## src/rtl/core/letter_histogram_sorted_macros.svh

```systemverilog
// Assertion macros for the letter histogram block.
// Used by letter_histogram_sorted.sv; clocked on clk, disabled while arst_n is low.
`ifndef LETTER_HISTOGRAM_SORTED_MACROS_SVH
`define LETTER_HISTOGRAM_SORTED_MACROS_SVH
`ifndef SYNTHESIS
`define LHS_ASSERT_IMPL(lbl, ante, cons) \
	lbl: assert property (@(posedge clk) disable iff (!arst_n) (ante) |-> (cons)) \
		else $error("letter histogram assertion failed");
`define LHS_ASSERT_NEXT(lbl, ante, cons) \
	lbl: assert property (@(posedge clk) disable iff (!arst_n) (ante) |=> (cons)) \
		else $error("letter histogram assertion failed");
`else
`define LHS_ASSERT_IMPL(lbl, ante, cons)
`define LHS_ASSERT_NEXT(lbl, ante, cons)
`endif
`endif

```

## src/rtl/core/lhs_pkg.sv

```systemverilog
// Shared types, constants and helpers of the letter histogram block.
// No dependencies.
`timescale 1ns / 1ps
package lhs_pkg;
	localparam int MAX_COUNT   = 65535;
	localparam logic [15:0] SAT_CAP = 16'((MAX_COUNT < 65535) ? MAX_COUNT : 65535);
	localparam int NUM_LETTERS = 26;
	localparam logic [7:0] LETTER_LOW  = 8'd97;
	localparam logic [7:0] LETTER_HIGH = 8'd122;
	localparam int QUEUE_DEPTH = 4;
	localparam int QUEUE_AW    = $clog2(QUEUE_DEPTH);
	localparam int QUEUE_CW    = $clog2(QUEUE_DEPTH + 1);

	typedef struct packed {
		logic [7:0] text_byte;
		logic       end_of_text;
	} text_word_t;

	typedef struct packed {
		logic [4:0]  letter;
		logic [15:0] occurrences;
		logic [15:0] first_seen;
		logic [4:0]  distinct_letters;
		logic        final_entry;
	} hist_word_t;

	typedef struct packed {
		logic       eot;
		logic       is_zero;
		logic       is_letter;
		logic [4:0] idx;
	} cls_t;

	typedef struct packed {
		logic [4:0]  letter;
		logic [15:0] count;
		logic [15:0] first;
	} slot_t;

	typedef struct packed {
		logic full;
		logic empty;
		logic pop;
	} q_status_t;

	function automatic logic [15:0] sat_inc(input logic [15:0] v);
		sat_inc = (v >= SAT_CAP) ? SAT_CAP : v + 16'd1;
	endfunction
endpackage

```

## src/rtl/core/lhs_front.sv

```systemverilog
// Front end: classifies each incoming text word for the counting back end.
// Depends on lhs_pkg.
`timescale 1ns / 1ps
module lhs_front (
	input  lhs_pkg::text_word_t text,
	output lhs_pkg::cls_t       cls
);
	logic [7:0] ofs;

	assign ofs           = text.text_byte - lhs_pkg::LETTER_LOW;
	assign cls.eot       = text.end_of_text;
	assign cls.is_zero   = (text.text_byte == 8'd0);
	assign cls.is_letter = (text.text_byte >= lhs_pkg::LETTER_LOW) &&
		(text.text_byte <= lhs_pkg::LETTER_HIGH);
	assign cls.idx       = ofs[4:0];
endmodule

```

## src/rtl/core/lhs_queue.sv

```systemverilog
// Small queue of classified words between front and back end.
// Depends on lhs_pkg.
`timescale 1ns / 1ps
module lhs_queue (
	input  logic                 clk,
	input  logic                 arst_n,
	input  logic                 push,
	input  lhs_pkg::cls_t        push_data,
	input  logic                 pop,
	output lhs_pkg::cls_t        head,
	output lhs_pkg::q_status_t   status
);
	lhs_pkg::cls_t                  mem_q [lhs_pkg::QUEUE_DEPTH];
	logic [lhs_pkg::QUEUE_AW-1:0]   wr_q;
	logic [lhs_pkg::QUEUE_AW-1:0]   rd_q;
	logic [lhs_pkg::QUEUE_CW-1:0]   cnt_q;
	logic                           do_push;
	logic                           do_pop;

	assign status.full  = (cnt_q == lhs_pkg::QUEUE_CW'(lhs_pkg::QUEUE_DEPTH));
	assign status.empty = (cnt_q == '0);
	assign status.pop   = do_pop;
	assign do_push      = push && !status.full;
	assign do_pop       = pop && !status.empty;
	assign head         = mem_q[rd_q];

	always_ff @(posedge clk or negedge arst_n) begin
		if (!arst_n) begin
			wr_q  <= '0;
			rd_q  <= '0;
			cnt_q <= '0;
		end else begin
			if (do_push) begin
				wr_q <= wr_q + 1'b1;
			end
			if (do_pop) begin
				rd_q <= rd_q + 1'b1;
			end
			if (do_push && !do_pop) begin
				cnt_q <= cnt_q + 1'b1;
			end else if (do_pop && !do_push) begin
				cnt_q <= cnt_q - 1'b1;
			end
		end
	end

	always_ff @(posedge clk) begin
		if (do_push) begin
			mem_q[wr_q] <= push_data;
		end
	end
endmodule

```

## src/rtl/core/lhs_back.sv

```systemverilog
// Back end: counts letters, then compacts, exchange-sorts and emits the report.
// Depends on lhs_pkg.
`timescale 1ns / 1ps
module lhs_back (
	input  logic                clk,
	input  logic                arst_n,
	input  lhs_pkg::cls_t       item,
	input  logic                item_valid,
	output logic                item_pop,
	output lhs_pkg::hist_word_t hist,
	output logic                hist_valid,
	input  logic                hist_stall
);
	localparam logic [2:0] ST_COUNT   = 3'd0;
	localparam logic [2:0] ST_COMPACT = 3'd1;
	localparam logic [2:0] ST_LOAD    = 3'd2;
	localparam logic [2:0] ST_SCAN    = 3'd3;
	localparam logic [2:0] ST_EMIT    = 3'd4;
	localparam logic [2:0] ST_EMPTY   = 3'd5;
	localparam logic [4:0] LAST_LETTER = 5'(lhs_pkg::NUM_LETTERS - 1);

	logic [2:0]          state_q;
	logic [15:0]         counts_q [lhs_pkg::NUM_LETTERS];
	logic [15:0]         firsts_q [lhs_pkg::NUM_LETTERS];
	lhs_pkg::slot_t      slots_q  [lhs_pkg::NUM_LETTERS];
	lhs_pkg::slot_t      cur_q;
	lhs_pkg::hist_word_t hist_q;
	logic                hist_valid_q;
	logic [15:0]         pos_q;
	logic                term_q;
	logic [4:0]          scan_q;
	logic [4:0]          i_q;
	logic [4:0]          j_q;
	logic [4:0]          n_q;

	logic [4:0]          cnt_idx;
	logic [15:0]         cnt_rd;
	logic [15:0]         fst_rd;
	logic [15:0]         pos_nx;
	logic [4:0]          slot_idx;
	lhs_pkg::slot_t      slot_rd;
	logic                hit;
	logic [4:0]          n_nx;
	logic [4:0]          i_nx;
	logic                last;
	logic                out_free;
	logic                emit_go;
	logic                clear;

	assign cnt_idx  = (state_q == ST_COUNT) ? item.idx : scan_q;
	assign cnt_rd   = counts_q[cnt_idx];
	assign fst_rd   = firsts_q[cnt_idx];
	assign pos_nx   = lhs_pkg::sat_inc(pos_q);
	assign slot_idx = (state_q == ST_LOAD) ? i_q : j_q;
	assign slot_rd  = slots_q[slot_idx];
	assign hit      = (cnt_rd != 16'd0);
	assign n_nx     = n_q + {4'd0, hit};
	assign i_nx     = i_q + 5'd1;
	assign last     = (i_nx == n_q);
	assign out_free = !hist_valid_q || !hist_stall;
	assign emit_go  = out_free && ((state_q == ST_EMIT) || (state_q == ST_EMPTY));
	assign clear    = emit_go && ((state_q == ST_EMPTY) || last);
	assign item_pop = (state_q == ST_COUNT) && item_valid;
	assign hist       = hist_q;
	assign hist_valid = hist_valid_q;

	always_ff @(posedge clk or negedge arst_n) begin
		if (!arst_n) begin
			state_q      <= ST_COUNT;
			pos_q        <= '0;
			term_q       <= 1'b0;
			scan_q       <= '0;
			i_q          <= '0;
			j_q          <= '0;
			n_q          <= '0;
			hist_valid_q <= 1'b0;
			for (int k = 0; k < lhs_pkg::NUM_LETTERS; k++) begin
				counts_q[k] <= '0;
				firsts_q[k] <= '0;
			end
		end else begin
			if (emit_go) begin
				hist_valid_q <= 1'b1;
			end else if (!hist_stall) begin
				hist_valid_q <= 1'b0;
			end
			case (state_q)
				ST_COUNT: begin
					if (item_valid) begin
						if (!term_q) begin
							if (item.is_zero) begin
								term_q <= 1'b1;
							end else begin
								pos_q <= pos_nx;
								if (item.is_letter) begin
									counts_q[item.idx] <= lhs_pkg::sat_inc(cnt_rd);
									if (fst_rd == 16'd0) begin
										firsts_q[item.idx] <= pos_nx;
									end
								end
							end
						end
						if (item.eot) begin
							state_q <= ST_COMPACT;
							scan_q  <= '0;
							n_q     <= '0;
						end
					end
				end
				ST_COMPACT: begin
					n_q    <= n_nx;
					scan_q <= scan_q + 5'd1;
					if (scan_q == LAST_LETTER) begin
						i_q     <= '0;
						state_q <= (n_nx == 5'd0) ? ST_EMPTY : ST_LOAD;
					end
				end
				ST_LOAD: begin
					j_q     <= i_nx;
					state_q <= ST_SCAN;
				end
				ST_SCAN: begin
					if (j_q >= n_q) begin
						state_q <= ST_EMIT;
					end else begin
						j_q <= j_q + 5'd1;
					end
				end
				ST_EMIT: begin
					if (out_free) begin
						i_q     <= i_nx;
						state_q <= last ? ST_COUNT : ST_LOAD;
					end
				end
				ST_EMPTY: begin
					if (out_free) begin
						state_q <= ST_COUNT;
					end
				end
				default: begin
					state_q <= ST_COUNT;
				end
			endcase
			if (clear) begin
				pos_q  <= '0;
				term_q <= 1'b0;
				for (int k = 0; k < lhs_pkg::NUM_LETTERS; k++) begin
					counts_q[k] <= '0;
					firsts_q[k] <= '0;
				end
			end
		end
	end

	// exchange sort: cur_q holds the running winner for slot i
	always_ff @(posedge clk) begin
		if (state_q == ST_COMPACT && hit) begin
			slots_q[n_q] <= '{letter: scan_q, count: cnt_rd, first: fst_rd};
		end
		if (state_q == ST_LOAD) begin
			cur_q <= slot_rd;
		end
		if (state_q == ST_SCAN && j_q < n_q && slot_rd.count > cur_q.count) begin
			slots_q[j_q] <= cur_q;
			cur_q        <= slot_rd;
		end
		if (emit_go) begin
			if (state_q == ST_EMPTY) begin
				hist_q <= '{letter: 5'd0, occurrences: 16'd0, first_seen: 16'd0,
					distinct_letters: 5'd0, final_entry: 1'b1};
			end else begin
				hist_q <= '{letter: cur_q.letter, occurrences: cur_q.count,
					first_seen: cur_q.first, distinct_letters: n_q, final_entry: last};
			end
		end
	end
endmodule

```

## src/rtl/core/letter_histogram_sorted.sv

```systemverilog
// Letter histogram with count-ordered report: one text word per cycle while counting
// and text_stall is low. Words reach the counters through the queue; it holds 4 words.
// Report after the end word: a compaction pass over the 26 letters, then for result i
// of n, a load of slot i and an exchange-sort scan of the later slots before it is emitted.
// Reset (arst_n low) clears counts, first positions and control at once; no clearing pass.
// Depends on lhs_pkg, lhs_front, lhs_queue, lhs_back and letter_histogram_sorted_macros.svh.
`timescale 1ns / 1ps
`include "letter_histogram_sorted_macros.svh"
module letter_histogram_sorted (
	input  logic                clk,
	input  logic                arst_n,
	input  lhs_pkg::text_word_t text,
	input  logic                text_valid,
	output logic                text_stall,
	output lhs_pkg::hist_word_t hist,
	output logic                hist_valid,
	input  logic                hist_stall
);
	lhs_pkg::cls_t      cls;
	lhs_pkg::cls_t      q_head;
	lhs_pkg::q_status_t q_st;
	logic               pop;

	lhs_front u_front (
		.text (text),
		.cls  (cls)
	);

	lhs_queue u_queue (
		.clk       (clk),
		.arst_n    (arst_n),
		.push      (text_valid),
		.push_data (cls),
		.pop       (pop),
		.head      (q_head),
		.status    (q_st)
	);

	lhs_back u_back (
		.clk        (clk),
		.arst_n     (arst_n),
		.item       (q_head),
		.item_valid (!q_st.empty),
		.item_pop   (pop),
		.hist       (hist),
		.hist_valid (hist_valid),
		.hist_stall (hist_stall)
	);

	assign text_stall = q_st.full;

	`LHS_ASSERT_IMPL(a_queue_sane, 1'b1, !(q_st.full && q_st.empty))
	`LHS_ASSERT_IMPL(a_empty_report, hist_valid && hist.distinct_letters == 5'd0,
		hist.final_entry && hist.occurrences == 16'd0)
	`LHS_ASSERT_IMPL(a_real_entry, hist_valid && hist.distinct_letters != 5'd0,
		hist.occurrences != 16'd0 && hist.first_seen != 16'd0)
	`LHS_ASSERT_NEXT(a_full_after_push, q_st.full && !q_st.pop, text_stall || q_st.pop)
endmodule

```

## config.mk

```make
export PLATFORM = sky130hd
export DESIGN_NAME = letter_histogram_sorted
export DESIGN_NICKNAME = d
export VERILOG_FILES = /design/src/rtl/core/lhs_pkg.sv /design/src/rtl/core/lhs_front.sv /design/src/rtl/core/lhs_queue.sv /design/src/rtl/core/lhs_back.sv /design/src/rtl/core/letter_histogram_sorted.sv
export VERILOG_INCLUDE_DIRS = /design/src /design/src/rtl/core
export SDC_FILE = /design/constraint.sdc
export NUM_CORES = 2
export LEC_CHECK = 0
export BUFFER_PORTS_ARGS = -buffer_cell sky130_fd_sc_hd__buf_2
export CAP_MARGIN = 15
export CORE_MARGIN = 2
export CORE_UTILIZATION = 44
export DETAILED_ROUTE_END_ITERATION = 10
export SETUP_SLACK_MARGIN = 0.5
export SLEW_MARGIN = 10
export SYNTH_ARGS = -nofsm -noshare
export SYNTH_HDL_FRONTEND = slang
export SYNTH_SLANG_ARGS = --single-unit
```

## constraint.sdc

```tcl
create_clock -name clk -period 10.25 [get_ports clk]
set_clock_uncertainty 0.1 [all_clocks]
set_input_delay 0.5125 -clock clk [delete_from_list [all_inputs] [get_ports clk]]
set_output_delay 0.5125 -clock clk [all_outputs]
set_load 0.005 [all_outputs]
```

After elaboration in Yosys (flattened, before gate mapping)
Memory sizes are Yosys's and may differ from the RTL's.
Index checks and enable logic that the tools add are counted.
- add/sub/neg operators: 11
- order comparisons: 10
- equality and inequality tests: 19
- mux-type cells: 70
- reductions and logical operators: 44
- bitwise logic cells: 2
- operator list (cell ; count):
    two-way mux 416 bit ; 13
    bitwise mux 416 bit ; 2
    two-way mux 16 bit ; 12
    binary-select mux 16 bit (select 5 bit) ; 2
    two-way mux 37 bit ; 3
    demux 16 bit (select 5 bit) ; 1
    two-way mux 5 bit ; 8
    one-hot mux 5 bit (2 select lines) ; 4
    OR reduction 37 bit ; 1
    adder 16 x 1 -> 16 bit, second input constant ; 2
    >= comparator 16 bit, second input constant ; 2
    two-way mux 3 bit ; 9
    one-hot mux 3 bit (6 select lines) ; 1
    > comparator 16 bit ; 1
    zero test 16 bit ; 1
    nonzero test 16 bit ; 1
    nonzero test 2 bit ; 8
    adder 5 x 1 -> 5 bit, second input constant ; 3
    two-way mux 1 bit ; 14
    != test 2 x 1 -> 1 bit, second input constant ; 7
    >= comparator 6 bit, second input constant ; 2
    logical AND 1 bit ; 12
    inverter 5 -> 6 bit ; 2
    AND reduction 6 bit ; 2
    26 further kinds ; 43
- word-level logic and storage cells: 229
- memories kept: 2
- output and inout bits: 45
- bits of input ports: 13
- memory bits (writable): 994
- register bits: 960
- memory list (memory ; words ; bits a word ; read ports ; clocked after memory_dff ; wr ports ; RTL line ; text):
    u_back.slots_q ; 26 ; 37 ; 1 ; 0 ; 1 ; lhs_back.sv:25 ; lhs_pkg::slot_t slots_q [lhs_pkg::NUM_LETTERS];
    u_queue.mem_q ; 4 ; 8 ; 1 ; 0 ; 1 ; lhs_queue.sv:13 ; lhs_pkg::cls_t mem_q [lhs_pkg::QUEUE_DEPTH];

Longest topological paths before layout
- depth after elaboration: 15
- gate-level depth with buffers: 25
- gate-level depth less buffers: 19

By module
Synthesis repeated with hierarchy kept, for this count alone.
- cells, all modules: 6829
- area, all modules: 84875.2 um2
- by module, submodules not included (module ; cells each ; sequential area each (um2) ; times used ; area an instance (um2)):
    lhs_back ; 6729 ; 53136.0 ; 1 ; 83106.0
    lhs_queue ; 79 ; 1136.1 ; 1 ; 1601.5
    lhs_front ; 20 ; 0.0 ; 1 ; 163.9
    letter_histogram_sorted ; 1 ; 0.0 ; 1 ; 3.8

Worst setup path after synthesis
No wires, ideal clock.
- path kind: flip-flop to flip-flop
- from: register u_back.state_q[1]
- to: memory u_back.slots_q[0][0] (netlist bit), enable pin
- setup slack: 2351 ps
- stages on the path, launching flop included: 25
- arrival time: 7368 ps
- period minus slack after synthesis: 7899 ps
- library setup time: 431 ps
- required time: 9719 ps
- buffers on the path: 7
- cells stage by stage: dfrtp_1 clkbuf_1 inv_1 or3_1 clkbuf_1 mux2i_1 clkbuf_1 buf_1 clkbuf_1 buf_1 nand2_1 a21oi_1 nor2_1 o21ai_0 ha_1 a21o_1 a21o_1 a21o_1 a21o_1 a21oi_1 o221ai_1 o221ai_1 clkbuf_1 a31oi_1 nor2_1
- RTL lines (item ; RTL line ; text):
    start, declared ; lhs_back.sv:22 ; logic [2:0] state_q;
    start signal, assigned ; lhs_back.sv:115 ; state_q <= (n_nx == 5'd0) ? ST_EMPTY : ST_LOAD;
    start signal, assigned ; lhs_back.sv:132 ; state_q <= last ? ST_COUNT : ST_LOAD;
    end, declared ; lhs_back.sv:25 ;

==> results.md <==
* Async SR Flop Fraction at 45.0%
* PortBufs at 57
* WHS at 73.4 ps
* Most frequent cells in the layout: edfxtp_1 (1074), dfrtp_1 (880), nand2_1 (804)
* Register area share after synthesis at 62.8%
* Number of flops mapped to enable cells by yosys at 1074
* Syn Area/Cell at 12.7 um^2
* Outcome: completed
* Most used flip-flop cell after synthesis: edfxtp_1
* IO Count at 58
* Critical path's top delay family: compound AO/OA/AOI/OAI gates
* Commonest non-fill, non-tap cell in the layout: edfxtp_1
* Detail Placement HPWL at 149000 um
* Crit path cell chain: inv_1, or3_1, buf_4, mux2i_4, buf_4, mux4_2, nand2_1, nand3_1, nand3_1, o21ai_0, ha_1, nand3_1, o221ai_1, a21o_1, a21o_1, a21oi_1, o221ai_1, o221ai_4, a31oi_1, nor2_4, buf_4
* Total gr overflow at 0
* Synthesized flop and latch total at 1954
* Chip width at 447 um
* CP Capture Type: flop
* Startpoint Class: flop
* Min Clock Period, post-route at 7970 ps
* Storage element area at 54300 um^2
* First-pass GRT wire length at 382000 um
* Drt pass-1 iters at 8
* Initial antenna violation count at 6
* Worst Setup EP: u_back.slots_q[17][14]
* 1st-iter DRT viols at 6776
* Die Y at 447 um
* R2r endpoint: u_back.slots_q[17][14]
* WL per Instance at 26.7 um
* CTS max path bufs at 3
* Clk_lat worst skew at 870 ps
* Setup violators final at 0
* Clock Tree Root: clkbuf_16
* Area of the multi-input gates at 29700 um^2
* Slew margin rel. at 13.8%
* Fraction of layout cells with a size suffix above 1 at 13.9%
* Placed cell count at 9111
* Crit path required time at 10670 ps
* Worst-Margin Slew at 1280 ps
* Final Util at 49.5%
* Net count of the finished layout at 6759
* MaxCap Viol Count at 0
* Number of global-route vias before repair at 57106
* CP Depth at 21
* Antenna Violating Nets Remaining at 0
* Setup bufs post-CTS at 0
* Clock transition at path regs at 60 ps
* Leak at 37.0 nW
* CP bufs+invs at 4
* Pwr dens at 366 nW/um^2
* Core Rows at 162
* Crit Path Max Fanout at 26
* Largest net degree at the start of global routing at 239
* Sink Count at 1954
* Pins Over Slew Limit at 0
* Via count at 58609
* H-tree Lvls at 4
* Synth unique cells at 80
* Final Hold Viols at 0
* Total CTS buffers at 203
* Worst vdd ir at 0.394 mV
* Via/cell ratio at 6.16
* Critical path arrival at 8390 ps
* Core region area at 195000 um^2
* Post-cts sizing count at 0
* Worst reg2reg setup slack at 2280 ps
* All-Layer GR Usage at 25.3%
* FF-to-FF Start: u_back.state_q[1]
* Worst-case reg-to-reg path depth at 21
* Synthesized instance count at 6827
* DRT Wirelength at 254000 um
* Synth Warn # at 0
* RSZ-0062 raised after global routing: false
* Area added between synthesis and finish at 11.7%
* Placer Congestion at 0.846
* CP max stage cell: nor2_4
* Post-Syn Area at 86400 um^2
* Finished Layout Cells at 9510
* Final Cycle Share at 77.8%
* CP Class: flop to flop
* CTS tree: built
* DRC Markers at 0
* Power, Total at 0.0353 W
* CP startpoint: u_back.state_q[1]
* Slowest cell delay on critical path at 940 ps
* Fillers at 16853
* Syn Nets at 6880
* Initial core utilization at 44.3%
* Setup tns final at 0 ps
* Fmax at 125 MHz
* Min-delay worst type: primary input to flop
* Die area at 200000 um^2
## cells in the mapped netlist, types with 36 or more instances
cell type / n / area share (%)
o31ai_1: 40 / 0.35
buf_6: 40 / 0.52
buf_1: 50 / 0.22
nand2_1: 807 / 3.5
nor2_1: 315 / 1.4
mux4_2: 230 / 6.0
clkbuf_1: 438 / 1.9
nor3_1: 36 / 0.21
mux2i_1: 305 / 3.5
and3_1: 69 / 0.50
a22o_1: 423 / 4.3
edfxtp_1: 1074 / 37
a211oi_1: 77 / 0.67
nand3_1: 676 / 3.9
o21ai_0: 358 / 2.1
a31oi_1: 49 / 0.35
o22ai_1: 40 / 0.29
ha_1: 39 / 0.57
buf_2: 80 / 0.46
a21oi_1: 266 / 1.5
inv_1: 63 / 0.27
dfrtp_1: 880 / 25
## repair_timing
item	CTS	global route
hold buffers	9	0
setup endpoints to repair	0	0
hold endpoints to repair	110	0
## worst min path at each step
stage | to | slack, ps | start | cells after the start
finish | u_queue.mem_q[0][5] | 70 | text[8] | 2
global route | u_queue.mem_q[0][5] | 50 | text[7] | 2
CTS | u_queue.mem_q[0][5] | 10 | text[8] | 2
detailed placement | u_queue.cnt_q[2] | 370 | u_queue.cnt_q[2] | 1
global placement | u_back.counts_q[312] | 380 | u_back.counts_q[312] | 2
floorplan | u_back.counts_q[0] | 120 | arst_n | 0
## worst reg2reg max path, delay by kind of cell (launching register included)
family                   cells  cell delay (ps)
flip-flops                   1              570
AND/OR/NAND/NOR              6             1810
AO/OA/AOI/OAI                8             2160
buffers and inverters        4             1440
multiplexers                 2             1220
adder cells (fa/ha/maj)      1              320
## routing by layer
| layer | up-vias | GRT usage (%) | part of all wire [%] |
|---|---|---|---|
| met2 | 2422 | 40.8 | 48 |
| met3 | 424 | 3.77 | 7.0 |
| met1 | 30264 | 35.1 | 42 |
| li1 | 25497 | - | - |
| met5 | - | 0 | 0.0039 |
| met4 | 2 | 8.64 | 3.3 |
## final cells by class
| class | instances | area share, % |
|---|---|---|
| clock inverters | 95 | 1.05 |
| inverters | 64 | 0.249 |
| flip-flops and latches | 1954 | 56.3 |
| diodes | 7 | 0.0182 |
| repair buffers | 293 | 2.36 |
| well taps | 2624 | 3.40 |
| multi-input cells | 4190 | 30.8 |
| clock buffers | 283 | 5.85 |
## per-stage QoR
step	instance area (um^2)	setup slack (ps)
finish	96500	2280
global route	96500	1880
floorplan	86400	2350
detailed placement	89600	2350
global placement	89600	2530
CTS	96400	2330
## cells by family (layout without fill, tap and decap cells)
family / count (synthesis) / in the layout / synth area share [%]
xor+xnor: 32 / 32 / 0.325
simple gates: 2060 / 2060 / 10.8
buf+inv: 683 / 735 / 3.49
fa+ha+maj: 40 / 40 / 0.588
flops: 1954 / 1954 / 62.8
other cells: 0 / 7 / 0
compound gates: 1495 / 1495 / 12.0
mux: 563 / 563 / 9.90
## sequential cells by signal (all words and copies together), names as in the netlist, 16 cells and up
signal / flops
u_back.hist: 43
u_back.pos_q: 16
u_back.counts_q: 416
u_back.cur_q: 37
u_back.slots_q: 962
u_back.firsts_q: 416
u_queue.mem_q: 32
## report_power, final
part	internal [W]	switching [W]
clock network	0.00421	0.00317
registers	0.0112	0.000743
logic	0.00452	0.0114
total	0.0200	0.0154
No activity file was read; power rests on OpenSTA's default activity.
